File: src/rtl/scq_pkg.sv
// ----------------------------------------------------------------------------
// Cycle-tagged ring queue: shared package
// Sizes, slot layout, memory request format and the codes of the queue.
// ----------------------------------------------------------------------------
package scq_pkg;

  localparam int unsigned CAPACITY = 16;
  localparam int unsigned RING     = 2 * CAPACITY;
  localparam int unsigned IDX_W    = $clog2(RING);
  localparam int unsigned CNT_W    = 64;
  localparam int unsigned CYC_W    = CNT_W - IDX_W;
  localparam int unsigned THR_W    = $clog2(3 * CAPACITY) + 1;
  localparam int unsigned FUNC_W   = 1;
  localparam int unsigned VAL_W    = 5;
  localparam int unsigned STAT_W   = 2;

  localparam logic [IDX_W-1:0]        EMPTY_MARK = IDX_W'(RING - 1);
  localparam logic signed [THR_W-1:0] THR_FULL   = THR_W'(3 * CAPACITY - 1);
  localparam logic signed [THR_W-1:0] THR_RESET  = THR_W'(-1);
  localparam logic [CNT_W-1:0]        CNT_RESET  = CNT_W'(RING);
  localparam logic [IDX_W-1:0]        LAST_TRY   = IDX_W'(RING - 1);

  typedef enum logic [FUNC_W-1:0] {
    FUNC_ENQ = 1'b0,
    FUNC_DEQ = 1'b1
  } func_e;

  typedef enum logic [STAT_W-1:0] {
    STAT_DONE     = 2'd0,
    STAT_EMPTY    = 2'd1,
    STAT_OVERFLOW = 2'd2
  } status_e;

  typedef enum logic [1:0] {
    S_IDLE,
    S_EVAL,
    S_RESP
  } state_e;

  typedef struct packed {
    logic [CYC_W-1:0] cyc;
    logic             safe;
    logic [IDX_W-1:0] idx;
  } slot_t;

  localparam slot_t SLOT_RESET = '{cyc: '0, safe: 1'b1, idx: EMPTY_MARK};

  typedef struct packed {
    logic             we;
    logic [IDX_W-1:0] waddr;
    slot_t            wdata;
    logic [IDX_W-1:0] raddr;
  } mem_req_t;

  typedef struct packed {
    status_e          status;
    logic [VAL_W-1:0] value;
  } result_t;

endpackage

File: src/rtl/scq_in_if.sv
// ----------------------------------------------------------------------------
// Cycle-tagged ring queue: request channel
// Carries one request word: the operation and the index to enqueue.
// ----------------------------------------------------------------------------
interface scq_in_if;

  logic                                          valid;
  logic                                          ready;
  logic [scq_pkg::FUNC_W-1:0]                    func;
  logic [scq_pkg::VAL_W-1:0]                     value;

  modport source (output valid, output func, output value, input ready);
  modport sink   (input valid, input func, input value, output ready);

endinterface

File: src/rtl/scq_out_if.sv
// ----------------------------------------------------------------------------
// Cycle-tagged ring queue: response channel
// Carries one response word: the status and the dequeued index.
// ----------------------------------------------------------------------------
interface scq_out_if;

  logic                                          valid;
  logic                                          ready;
  logic [scq_pkg::STAT_W-1:0]                    status;
  logic [scq_pkg::VAL_W-1:0]                     result_value;

  modport source (output valid, output status, output result_value, input ready);
  modport sink   (input valid, input status, input result_value, output ready);

endinterface

File: src/rtl/scq_slot_ram.sv
// ----------------------------------------------------------------------------
// Cycle-tagged ring queue: slot memory
// One write port and one read port with registered read data. Per-entry
// valid flops make an unwritten slot read as its reset contents.
// ----------------------------------------------------------------------------
module scq_slot_ram (
  input  logic              clk_i,
  input  logic              rst_ni,
  input  scq_pkg::mem_req_t req_i,
  output scq_pkg::slot_t    rd_o
);

  scq_pkg::slot_t                mem_q [scq_pkg::RING];
  logic [scq_pkg::RING-1:0]      valid_q;
  scq_pkg::slot_t                rd_data_q;
  logic                          rd_valid_q;

  always_ff @(posedge clk_i or negedge rst_ni) begin
    if (!rst_ni) begin
      valid_q    <= '0;
      rd_valid_q <= 1'b0;
    end else begin
      rd_valid_q <= valid_q[req_i.raddr];
      if (req_i.we) begin
        valid_q[req_i.waddr] <= 1'b1;
      end
    end
  end

  always_ff @(posedge clk_i) begin
    rd_data_q <= mem_q[req_i.raddr];
    if (req_i.we) begin
      mem_q[req_i.waddr] <= req_i.wdata;
    end
  end

  assign rd_o = rd_valid_q ? rd_data_q : scq_pkg::SLOT_RESET;

endmodule

File: src/rtl/scq_ctrl.sv
// ----------------------------------------------------------------------------
// Cycle-tagged ring queue: sequencer
// Holds the head, tail and threshold counters and walks the ring one slot
// per cycle: the slot read in one cycle is checked and written back in the
// next, while the following slot is already being read.
// ----------------------------------------------------------------------------
module scq_ctrl (
  input  logic                        clk_i,
  input  logic                        rst_ni,
  input  logic                        in_valid_i,
  output logic                        in_ready_o,
  input  logic [scq_pkg::FUNC_W-1:0]  in_func_i,
  input  logic [scq_pkg::VAL_W-1:0]   in_value_i,
  output logic                        res_valid_o,
  input  logic                        res_ready_i,
  output scq_pkg::result_t            res_o,
  output scq_pkg::mem_req_t           mem_req_o,
  input  scq_pkg::slot_t              slot_i
);

  scq_pkg::state_e                     state_q, state_d;
  logic [scq_pkg::CNT_W-1:0]           head_q, head_d;
  logic [scq_pkg::CNT_W-1:0]           tail_q, tail_d;
  logic signed [scq_pkg::THR_W-1:0]    thr_q, thr_d;
  logic [scq_pkg::IDX_W-1:0]           tries_q, tries_d;
  scq_pkg::func_e                      op_q, op_d;
  logic [scq_pkg::VAL_W-1:0]           val_q, val_d;
  scq_pkg::result_t                    pend_q, pend_d;

  logic [scq_pkg::CNT_W-1:0]           cur;
  logic [scq_pkg::CNT_W-1:0]           cur_p1;
  logic [scq_pkg::CYC_W-1:0]           cur_cyc;
  logic                                fin;
  scq_pkg::result_t                    fin_res;

  always_ff @(posedge clk_i or negedge rst_ni) begin
    if (!rst_ni) begin
      state_q <= scq_pkg::S_IDLE;
      head_q  <= scq_pkg::CNT_RESET;
      tail_q  <= scq_pkg::CNT_RESET;
      thr_q   <= scq_pkg::THR_RESET;
      tries_q <= '0;
    end else begin
      state_q <= state_d;
      head_q  <= head_d;
      tail_q  <= tail_d;
      thr_q   <= thr_d;
      tries_q <= tries_d;
    end
  end

  always_ff @(posedge clk_i) begin
    op_q   <= op_d;
    val_q  <= val_d;
    pend_q <= pend_d;
  end

  assign cur     = (op_q == scq_pkg::FUNC_DEQ) ? head_q : tail_q;
  assign cur_p1  = cur + scq_pkg::CNT_W'(1);
  assign cur_cyc = cur[scq_pkg::CNT_W-1:scq_pkg::IDX_W];

  always_comb begin
    state_d     = state_q;
    head_d      = head_q;
    tail_d      = tail_q;
    thr_d       = thr_q;
    tries_d     = tries_q;
    op_d        = op_q;
    val_d       = val_q;
    pend_d      = pend_q;
    in_ready_o  = 1'b0;
    res_valid_o = 1'b0;
    res_o       = pend_q;
    fin         = 1'b0;
    fin_res     = '{status: scq_pkg::STAT_DONE, value: '0};
    mem_req_o   = '{we: 1'b0, waddr: cur[scq_pkg::IDX_W-1:0], wdata: slot_i,
                    raddr: cur_p1[scq_pkg::IDX_W-1:0]};

    case (state_q)
      scq_pkg::S_IDLE: begin
        in_ready_o = 1'b1;
        mem_req_o.raddr = (scq_pkg::func_e'(in_func_i) == scq_pkg::FUNC_DEQ) ?
                          head_q[scq_pkg::IDX_W-1:0] : tail_q[scq_pkg::IDX_W-1:0];
        if (in_valid_i) begin
          op_d    = scq_pkg::func_e'(in_func_i);
          val_d   = in_value_i;
          tries_d = '0;
          if (scq_pkg::func_e'(in_func_i) == scq_pkg::FUNC_DEQ &&
              thr_q[scq_pkg::THR_W-1]) begin
            fin            = 1'b1;
            fin_res.status = scq_pkg::STAT_EMPTY;
          end else begin
            state_d = scq_pkg::S_EVAL;
          end
        end
      end
      scq_pkg::S_EVAL: begin
        if (op_q == scq_pkg::FUNC_ENQ) begin
          tail_d = cur_p1;
          if (slot_i.cyc < cur_cyc && slot_i.idx == scq_pkg::EMPTY_MARK &&
              (slot_i.safe || head_q <= cur)) begin
            mem_req_o.we    = 1'b1;
            mem_req_o.wdata = '{cyc: cur_cyc, safe: 1'b1,
                                idx: scq_pkg::IDX_W'(val_q)};
            thr_d           = scq_pkg::THR_FULL;
            fin             = 1'b1;
          end else if (tries_q == scq_pkg::LAST_TRY) begin
            fin            = 1'b1;
            fin_res.status = scq_pkg::STAT_OVERFLOW;
          end else begin
            tries_d = tries_q + scq_pkg::IDX_W'(1);
          end
        end else begin
          head_d = cur_p1;
          if (slot_i.cyc == cur_cyc) begin
            mem_req_o.we        = 1'b1;
            mem_req_o.wdata.idx = scq_pkg::EMPTY_MARK;
            fin                 = 1'b1;
            fin_res.value       = scq_pkg::VAL_W'(slot_i.idx);
          end else begin
            if (slot_i.cyc < cur_cyc) begin
              mem_req_o.we = 1'b1;
              if (slot_i.idx == scq_pkg::EMPTY_MARK) begin
                mem_req_o.wdata.cyc = cur_cyc;
              end else begin
                mem_req_o.wdata.safe = 1'b0;
              end
            end
            thr_d = thr_q - scq_pkg::THR_W'(1);
            if (tail_q <= cur_p1) begin
              tail_d         = cur_p1;
              fin            = 1'b1;
              fin_res.status = scq_pkg::STAT_EMPTY;
            end else if (thr_q[scq_pkg::THR_W-1] || thr_q == '0) begin
              fin            = 1'b1;
              fin_res.status = scq_pkg::STAT_EMPTY;
            end
          end
        end
      end
      scq_pkg::S_RESP: begin
        res_valid_o = 1'b1;
        if (res_ready_i) begin
          state_d = scq_pkg::S_IDLE;
        end
      end
      default: begin
        state_d = scq_pkg::S_IDLE;
      end
    endcase

    if (fin) begin
      res_valid_o = 1'b1;
      res_o       = fin_res;
      if (res_ready_i) begin
        state_d = scq_pkg::S_IDLE;
      end else begin
        pend_d  = fin_res;
        state_d = scq_pkg::S_RESP;
      end
    end
  end

  // The ring is only written while a slot is being checked.
  assert property (@(posedge clk_i) disable iff (!rst_ni)
    mem_req_o.we |-> state_q == scq_pkg::S_EVAL)
    else $error("slot write outside of slot check");

  // A walk that continues reads the next slot, never the one being written.
  assert property (@(posedge clk_i) disable iff (!rst_ni)
    (mem_req_o.we && state_d == scq_pkg::S_EVAL) |-> mem_req_o.waddr != mem_req_o.raddr)
    else $error("read and write of the same slot in one cycle");

  // The threshold never drops below minus one.
  assert property (@(posedge clk_i) disable iff (!rst_ni)
    thr_q >= scq_pkg::THR_RESET)
    else $error("threshold below minus one");

  // The head only ever steps forward by one slot.
  assert property (@(posedge clk_i) disable iff (!rst_ni)
    head_q != $past(head_q) |-> head_q == $past(head_q) + scq_pkg::CNT_W'(1))
    else $error("head counter jumped");

endmodule

File: src/rtl/cycle_tagged_ring_queue_top.sv
// ----------------------------------------------------------------------------
// Cycle-tagged ring queue: top level
// Queue of small indices in a ring of cycle-tagged slots.
// ----------------------------------------------------------------------------
// Requests arrive on in_i: func selects enqueue or dequeue, value is the
// index to enqueue. Every request gives exactly one response word on out_o:
// status is done, queue empty (dequeue) or overflow (enqueue), and
// result_value holds the dequeued index on a successful dequeue, else zero.
// A request is taken only while no other request is being worked on. The
// slot memory has registered read data and the walk visits slots in turn;
// the number of slots walked is 1 when the first slot fits, up to 2*CAPACITY
// for an enqueue that overflows and up to 3*CAPACITY for a dequeue that
// runs the threshold down. A dequeue while the threshold is negative
// answers empty from the acceptance cycle with no slot access. The response
// sits in an output register; with a free receiver the sequencer is back in
// idle and accepts the next request in the cycle after the response is
// produced. When the receiver stalls, one further finished response is held
// inside and the block stops taking requests until the output register
// drains. Reset empties the queue at once: all slots read as empty with
// cycle zero, no clearing pass is needed.
// ----------------------------------------------------------------------------
module cycle_tagged_ring_queue_top (
  input  logic        clk_i,
  input  logic        rst_ni,
  scq_in_if.sink      in_i,
  scq_out_if.source   out_o
);

  logic                 res_valid;
  logic                 res_ready;
  scq_pkg::result_t     res;
  scq_pkg::mem_req_t    mem_req;
  scq_pkg::slot_t       slot_rd;

  logic                         out_valid_q, out_valid_d;
  logic [scq_pkg::STAT_W-1:0]   out_status_q, out_status_d;
  logic [scq_pkg::VAL_W-1:0]    out_value_q, out_value_d;

  scq_slot_ram u_scq_slot_ram (
    .clk_i  (clk_i),
    .rst_ni (rst_ni),
    .req_i  (mem_req),
    .rd_o   (slot_rd)
  );

  scq_ctrl u_scq_ctrl (
    .clk_i       (clk_i),
    .rst_ni      (rst_ni),
    .in_valid_i  (in_i.valid),
    .in_ready_o  (in_i.ready),
    .in_func_i   (in_i.func),
    .in_value_i  (in_i.value),
    .res_valid_o (res_valid),
    .res_ready_i (res_ready),
    .res_o       (res),
    .mem_req_o   (mem_req),
    .slot_i      (slot_rd)
  );

  assign res_ready = !out_valid_q || out_o.ready;

  always_comb begin
    out_valid_d  = out_valid_q;
    out_status_d = out_status_q;
    out_value_d  = out_value_q;
    if (res_ready) begin
      out_valid_d = res_valid;
      if (res_valid) begin
        out_status_d = scq_pkg::STAT_W'(res.status);
        out_value_d  = res.value;
      end
    end
  end

  always_ff @(posedge clk_i or negedge rst_ni) begin
    if (!rst_ni) begin
      out_valid_q <= 1'b0;
    end else begin
      out_valid_q <= out_valid_d;
    end
  end

  always_ff @(posedge clk_i) begin
    out_status_q <= out_status_d;
    out_value_q  <= out_value_d;
  end

  assign out_o.valid        = out_valid_q;
  assign out_o.status       = out_status_q;
  assign out_o.result_value = out_value_q;

endmodule

File: src/flat_wrapper.sv
// flat-port wrapper written by rule: the top's interface ports become plain ports
module cycle_tagged_ring_queue_top_flat 
  (clk_i, rst_ni, in_i_valid, in_i_func, in_i_value, in_i_ready, out_o_valid, out_o_status, out_o_result_value, out_o_ready);
  scq_in_if in_i_i ();
  scq_out_if out_o_i ();
  input  logic clk_i;
  input  logic rst_ni;
  input wire logic [$bits(in_i_i.valid)-1:0] in_i_valid;
  input wire logic [$bits(in_i_i.func)-1:0] in_i_func;
  input wire logic [$bits(in_i_i.value)-1:0] in_i_value;
  output wire logic [$bits(in_i_i.ready)-1:0] in_i_ready;
  output wire logic [$bits(out_o_i.valid)-1:0] out_o_valid;
  output wire logic [$bits(out_o_i.status)-1:0] out_o_status;
  output wire logic [$bits(out_o_i.result_value)-1:0] out_o_result_value;
  input wire logic [$bits(out_o_i.ready)-1:0] out_o_ready;
  assign in_i_i.valid = in_i_valid;
  assign in_i_i.func = in_i_func;
  assign in_i_i.value = in_i_value;
  assign in_i_ready = in_i_i.ready;
  assign out_o_valid = out_o_i.valid;
  assign out_o_status = out_o_i.status;
  assign out_o_result_value = out_o_i.result_value;
  assign out_o_i.ready = out_o_ready;
  cycle_tagged_ring_queue_top u_core (.clk_i(clk_i), .rst_ni(rst_ni), .in_i(in_i_i), .out_o(out_o_i));
endmodule
File: config.mk
export PLATFORM = sky130hd
export DESIGN_NAME = cycle_tagged_ring_queue_top_flat
export DESIGN_NICKNAME = d
export VERILOG_FILES = /design/src/rtl/scq_pkg.sv /design/src/rtl/scq_in_if.sv /design/src/rtl/scq_out_if.sv /design/src/rtl/scq_slot_ram.sv /design/src/rtl/scq_ctrl.sv /design/src/rtl/cycle_tagged_ring_queue_top.sv /design/src/flat_wrapper.sv
export SDC_FILE = /design/constraint.sdc
export NUM_CORES = 2
export LEC_CHECK = 0
export BUFFER_PORTS_ARGS = -buffer_cell sky130_fd_sc_hd__buf_2
export CORE_MARGIN = 4
export CORE_UTILIZATION = 50
export CTS_CLUSTER_SIZE = 14
export DETAILED_ROUTE_END_ITERATION = 16
export PLACE_DENSITY = 0.65
export SLEW_MARGIN = 20
export SYNTH_ARGS = -nofsm -noshare
export SYNTH_HDL_FRONTEND = slang
export SYNTH_SLANG_ARGS = --single-unit
File: constraint.sdc
create_clock -name clk_i -period 15.05 [get_ports clk_i]
set_input_delay 3.7625 -clock clk_i [delete_from_list [all_inputs] [get_ports clk_i]]
set_output_delay 3.7625 -clock clk_i [all_outputs]
set_load 0.02 [all_outputs]
* Word level (Yosys, flattened, before mapping)
Memory sizes are Yosys's and may differ from the RTL's. A register that Yosys moved wholly into a read port is not among the register bits.
Cells that the tools add are included.
** Word-level totals
- Bits in registers :: 196
- Memory bits (writable) :: 2080
- Bits of input ports :: 10
- Output and inout port bits :: 9
- Word-level logic and storage cells :: 126
- Memories kept :: 1
** Memories
- u_core.u_scq_slot_ram.mem_q :: words 32, bits a word 65, rd ports 1, clocked after Yosys merged registers in 1, wr ports 1, RTL line scq_slot_ram.sv:13 : scq_pkg::slot_t mem_q [scq_pkg::RING];
** Cells by class
- $add $sub $neg :: 3
- $lt $le $gt $ge :: 6
- Equality and inequality tests :: 15
- Muxes and demuxes :: 65
- Bitwise gates (word level) :: 2
- Reductions and logical operators :: 20
** Operators by type and width (count)
- $mux 65 :: 4
- $mux 64 :: 4
- $le 64x64->1 :: 2
- $mux 60 :: 2
- $add 64x1->64 const B :: 1
- $eq 59x59->1 :: 1
- $lt 59x59->1 :: 1
- $mux 59 :: 1
- $mux 5 :: 10
- $or 32x32->32 :: 1
- $mux 7 :: 4
- $mux 1 :: 23
- $mux 2 :: 11
- $lt 5x6->1 const B :: 2
- $ne 2x2->1 const B :: 6
- $eq 5x5->1 const B :: 2
- $pmux 5 s2 :: 1
- $reduce_and 2->1 :: 4
- $logic_not 7->1 :: 1
- $sub 7x2->7 const B :: 1
- $ne 3x3->1 const B :: 2
- $pmux 2 s3 :: 1
- $reduce_and 3->1 :: 2
- $add 5x1->5 const B :: 1
- 17 further kinds :: 23

* Depth between registers and ports, before layout
- Depth in word-level cells :: 9
- Gate-level depth with buffers :: 32
- Depth with buffers taken out :: 21

* By module
A second synthesis with hierarchy kept.
** Unflattened totals
- Cells, all modules :: 4986
- Area total of the unflattened synthesis :: 94564.4 um2
** By module, submodules not included
- scq_slot_ram :: instances 1, cells each 3515, area each 81179.1 um2, sequential area each 64586.9 um2
- scq_ctrl :: instances 1, cells each 1460, area each 13121.3 um2, sequential area each 3955.0 um2
- cycle_tagged_ring_queue_top :: instances 1, cells each 11, area each 264.0 um2, sequential area each 235.2 um2

* Least setup slack after synthesis
OpenSTA, ideal clock, no wires.
- Path type :: register to register
- Start :: register u_core.u_scq_ctrl.op_q
- End :: register u_core.u_scq_slot_ram.valid_q[26] (netlist name)
- Setup time :: 92 ps
- Data arrival time :: 9203 ps
- Data required time :: 14958 ps
- Setup slack :: 5754 ps
- Stages on the path, launching flop included :: 23
- Period minus slack after synthesis :: 9296 ps
- Cell sequence :: edfxtp_1 buf_6 buf_8 buf_12 buf_8 buf_12 buf_6 buf_6 buf_2 clkbuf_1 mux2i_1 ha_1 nand4_1 a211oi_1 a2111oi_0 o2111ai_1 a211oi_1 o211ai_1 a21o_1 clkbuf_1 buf_2 nor3_1 or2_2
** Between the ends
- Word-level cells in the longest chain between the ends :: 7
** Ends and longest elaborated chain
- start: declaration :: RTL line scq_ctrl.sv:26 : scq_pkg::func_e op_q, op_d;
- start signal: assignment :: RTL line scq_ctrl.sv:53 : op_q <= op_d;
- $mux 64 :: RTL line scq_ctrl.sv:58 : assign cur = (op_q == scq_pkg::FUNC_DEQ) ? head_q : tail_q;
- $le 64x64->1 / $lt 59x59->1 (equally long branches) :: RTL line scq_ctrl.sv:101, scq_ctrl.sv:100, scq_ctrl.sv:121
- $logic_or 1x1->1 / $logic_and 1x1->1 (equally long branches) :: RTL line scq_ctrl.sv:101, scq_ctrl.sv:100
- $logic_and 1x1->1 :: RTL line scq_ctrl.sv:100 : if (slot_i.cyc < cur_cyc && slot_i.idx == scq_pkg::EMPTY_MARK &&
- $mux 1 :: RTL line scq_ctrl.sv:100
- $mux 1 :: RTL line scq_ctrl.sv:98 : if (op_q == scq_pkg::FUNC_ENQ) begin
- $mux 1 :: RTL line scq_ctrl.sv:79 : case (state_q)
- end signal: assignment :: RTL line scq_slot_ram.sv:20 : valid_q <= '0;
- end signal: indexed assignment :: RTL line scq_slot_ram.sv:25 : valid_q[req_i.waddr] <= 1'b1;
- end: declaration :: RTL line scq_slot_ram.sv:14 : logic [scq_pkg::RING-1:0] valid_q;
Several ways; a longest one is shown, not always the timed one.
A chain may end at the register's enable or synchronous reset.

* Worst setup path after layout
- Start :: register u_core.u_scq_ctrl.op_q
- End :: register u_core.u_scq_ctrl.tail_q[26] (netlist name)
** Between the ends
- Word-level cells in the longest chain between the ends :: 5
** Ends and longest elaborated chain
- $mux 64 :: RTL line scq_ctrl.sv:58
- $add 64x1->64 :: RTL line scq_ctrl.sv:59 : assign cur_p1 = cur + scq_pkg::CNT_W'(1);
- $le 64x64->1 / $mux 64 (equally long branches) :: RTL line scq_ctrl.sv:130 : if (tail_q <= cur_p1) begin
- $ne 2x1->1 (no source line) / $mux 64 (equally long branches)
- $reduce_and 3->1 (no source line) / $mux 64 (equally long branches)
- end signal: assignment :: RTL line scq_ctrl.sv:40 : tail_q <= scq_pkg::CNT_RESET;
- end signal: assignment :: RTL line scq_ctrl.sv:46 : tail_q <= tail_d;
- end: declaration :: RTL line scq_ctrl.sv:23 : logic [scq_pkg::CNT_W-1:0] tail_q, tail_d;
Several ways; a longest one is shown, not always the timed one. The select of a mux whose other input is x is not followed.

==> flow_summary.toml <==
[route]
wl_um = 247700
first_pass_iters = 5
routedWlPerCell_um = 30.75
drc = 0
num_vias = 50410
via_per_inst = 6.259
ant_nets = 0
drtIter0Drc = 5672

[clocking]
path_clk_slew_ps = 60
cts_max_level = 4
cts_tree = "yes"
post_cts_resized = 0
post-cts-setup-buffer-count = 0
cts_root_buf = "clkbuf_16"
clk-insertion-delay-late_ps = 880
cts_buffers = 230
clk_path_buf_depth = 3
hold_buffers = 0
clock-sinks = 2341

[worst_setup_path]
cp.required_ps = 15810
criticalPathCategory = "reg2reg"
crit_top_cell = "buf_4"
cpPeakStageDelay_ps = 830
crit_chain = "buf_4 > buf_4 > mux2i_1 > a211oi_2 > nand2_1 > or2_1 > nor2_1 > nand2_1 > nor4b_4 > xor2_2 > ha_1 > nand4_1 > nor4_1 > nand3_1 > and4b_1 > a21oi_1 > or2_2 > a21oi_4 > buf_4 > mux2i_1"
arrival_ps = 9210
slowest_stage = "buf_4"
cp_max_fo = 63
end_kind = "flop"
critPathLaunchType = "flop"

[floorplanning]
io_pins = 19
dieWidth_um = 447.1
core_um2 = 191000
dieHeight_um = 447.1
start_util_pct = 50.48
dieArea_um2 = 199900
placementRows = 160

[sta]
relSlewSlack_pct = 21.02
fmax_ghz = 0.1183
finalSetupTns_ps = 0
holdWs_ps = 463.6
period_share_pct = 56.16
setup_viol = 0
finClkSkew_ps = 41.40
hold_viol_final = 0
fin_crit_ps = 8452
rsz0062_at_grt = "false"
finalMaxSlewViolations = 0
worst_slew_pin_slew_ps = 1172

[yosys]
synth_nets = 5379
yosys-top-cells-area = "edfxtp_1, mux4_2, dfrtp_1"
synth-edff-count = 2100
syn_avg_cell_area_um2 = 18.63
yosysUniqueCellTypes = 90
yosysTopAreaCell = "edfxtp_1"
syn_inst = 5174
yosysWarnings = 0
synth_top_cells_by_count = "edfxtp_1, mux4_2, nand2_1"
yosysSeqAreaShare_pct = 71.34
synth_flop_cell = "edfxtp_1"
synth_top_area_share_pct = 65.41
synthMostInstantiatedCell = "edfxtp_1"
synthArstFlopShare_pct = 7.518
synth-seq-cells = 2341
syn_area_um2 = 96410

[place]
port_buffers = 18
globalplace.congestion = 0.8937
hpwlAfterDp_um = 132600

[final_layout]
fin_nets = 5539
drive_above_1_share_pct = 24.79
area_growth_pct = 12.44

[run]
cap_violations = 0

[power_and_ir_drop]
p_switching_w = 0.008457
seq_power_share_pct = 34.9
ir_worst_vdd_uv = 271.8
pwr-share-comb_pct = 41.1
power-per-cell-area_nw_per_um2 = 226.3
leakage_nw = 37.13
swShare_pct = 34.48
p_clk_share_pct = 24.0
p_int_w = 0.01607

[global_route]
busiest_layer = "met2"
grt_use_total_pct = 24.90
grt_max_degree = 125
overflow = 0
grt_pass1_vias = 50090
use_met3_pct = 3.852
grtUsageMet1_pct = 36.26
use_met2_pct = 39.53
grt_pass1_wl_um = 358700
grt_antenna_before_repair = 2

[status]
status = "finished, final reports clean"

[min_path]
hp-class = "reg2reg"
==> final timing paths <==
check | start | end | slack, ps | cells after the start
hold / removal | u_core.u_scq_slot_ram.valid_q[1] | u_core.u_scq_slot_ram.valid_q[1] | 460 | 1
min in group asynchronous | rst_ni | u_core.u_scq_slot_ram.valid_q[10] | 2870 | 1
setup / recovery | u_core.u_scq_ctrl.op_q | u_core.u_scq_ctrl.tail_q[26] | 6600 | 20
setup reg to reg | u_core.u_scq_ctrl.op_q | u_core.u_scq_ctrl.tail_q[26] | 6600 | 20
max in group asynchronous | rst_ni | u_core.u_scq_ctrl.head_q[25] | 10830 | 2
hold reg to reg | u_core.u_scq_slot_ram.valid_q[1] | u_core.u_scq_slot_ram.valid_q[1] | 460 | 1
==> per-stage QoR <==
| stage | cell area [um^2] | std cells | util, % | worst slack, ps | total power (W) |
|---|---|---|---|---|---|
| 2_1_floorplan | 96410 | 5174 | - | 5754 | 0.01593 |
| 3_3_place_gp | 100200 | 7610 | 52.49 | 6889 | 0.01865 |
| 3_5_place_dp | 100300 | 7612 | 52.53 | 6753 | 0.01878 |
| 4_1_cts | 108200 | 8052 | 56.65 | 6745 | 0.02466 |
| 5_1_grt | 108400 | 8053 | 56.76 | 6207 | 0.02567 |
| 6_report | 108400 | 8054 | 56.76 | 6598 | 0.02453 |
==> area by class of cell <==
type	count	area (um^2)
Multi-Input combinational cell	2442	26650
Fill cell	14380	82580
Clock buffer	313	6349
Clock inverter	127	1523
Sequential cell	2341	68780
Antenna cell	1	2.502
Inverter	132	495.5
Tap cell	2511	3142
Timing Repair Buffer	187	1465
==> layer usage <==
metal / share of wire [%] / vias up
met3: 7.3 / 413
met4: 2.8 / 0
li1: - / 21150
met5: 0 / -
met1: 42 / 26820
met2: 48 / 2031
==> power groups by stage <==
| stage | Combinational [W] | Clock (W) | Sequential (W) |
|---|---|---|---|
| 6_report | 0.0101 | 0.00589 | 0.00856 |
| 5_1_grt | 0.0108 | 0.00627 | 0.00859 |
| 4_1_cts | 0.0101 | 0.00599 | 0.00857 |
| 3_5_place_dp | 0.0101 | 0 | 0.00870 |
| 3_3_place_gp | 0.00996 | 0 | 0.00868 |
| 2_1_floorplan | 0.00725 | 0 | 0.00868 |
==> worst max-delay path: cells and delay by family (launching register included) <==
kind	cells	cell delay (ps)
xor+xnor	1	120
compound gates	3	1110
simple gates	10	3510
fa+ha+maj	1	310
flops	1	370
mux	2	680
buf+inv	3	2180
==> placed cells by master, fill, tap and decap left out, types with 130 or more instances in the layout <==
cell type	n
nand2_1	267
mux2i_1	245
edfxtp_1	2100
buf_4	162
mux4_2	528
clkbuf_16	231
inv_1	130
nor2_1	136
dfrtp_1	166
mux2_2	136
ha_1	195
a21oi_1	156
==> registers in the layout (all words and copies together), names as in the netlist <==
name                              cells
u_core.u_scq_ctrl.tries_q             5
u_core.u_scq_ctrl.tail_q             64
u_core.u_scq_slot_ram.rd_valid_q      1
u_core.u_scq_slot_ram.rd_data_q      65
u_core.u_scq_slot_ram.mem_q        2080
u_core.out_o.result_value             5
u_core.u_scq_ctrl.state_q             2
u_core.out_o.valid                    1
u_core.u_scq_ctrl.pend_q              7
u_core.u_scq_slot_ram.valid_q        32
u_core.out_o.status                   2
u_core.u_scq_ctrl.val_q               5
u_core.u_scq_ctrl.head_q             64
u_core.u_scq_ctrl.op_q                1
u_core.u_scq_ctrl.thr_q               7
==> cell families after synthesis <==
family                     Yosys count  share of synthesized area (%)
adders and majority gates          195                          2.531
xor gates and xnor gates            71                         0.6606
and+or+nand+nor                    693                          3.501
buffers and inverters              391                          1.725
DFF                               2341                          71.34
muxes                              930                          16.69
AOI/OAI and AO/OA                  553                          3.551
No activity file was read; power rests on OpenSTA's default activity.
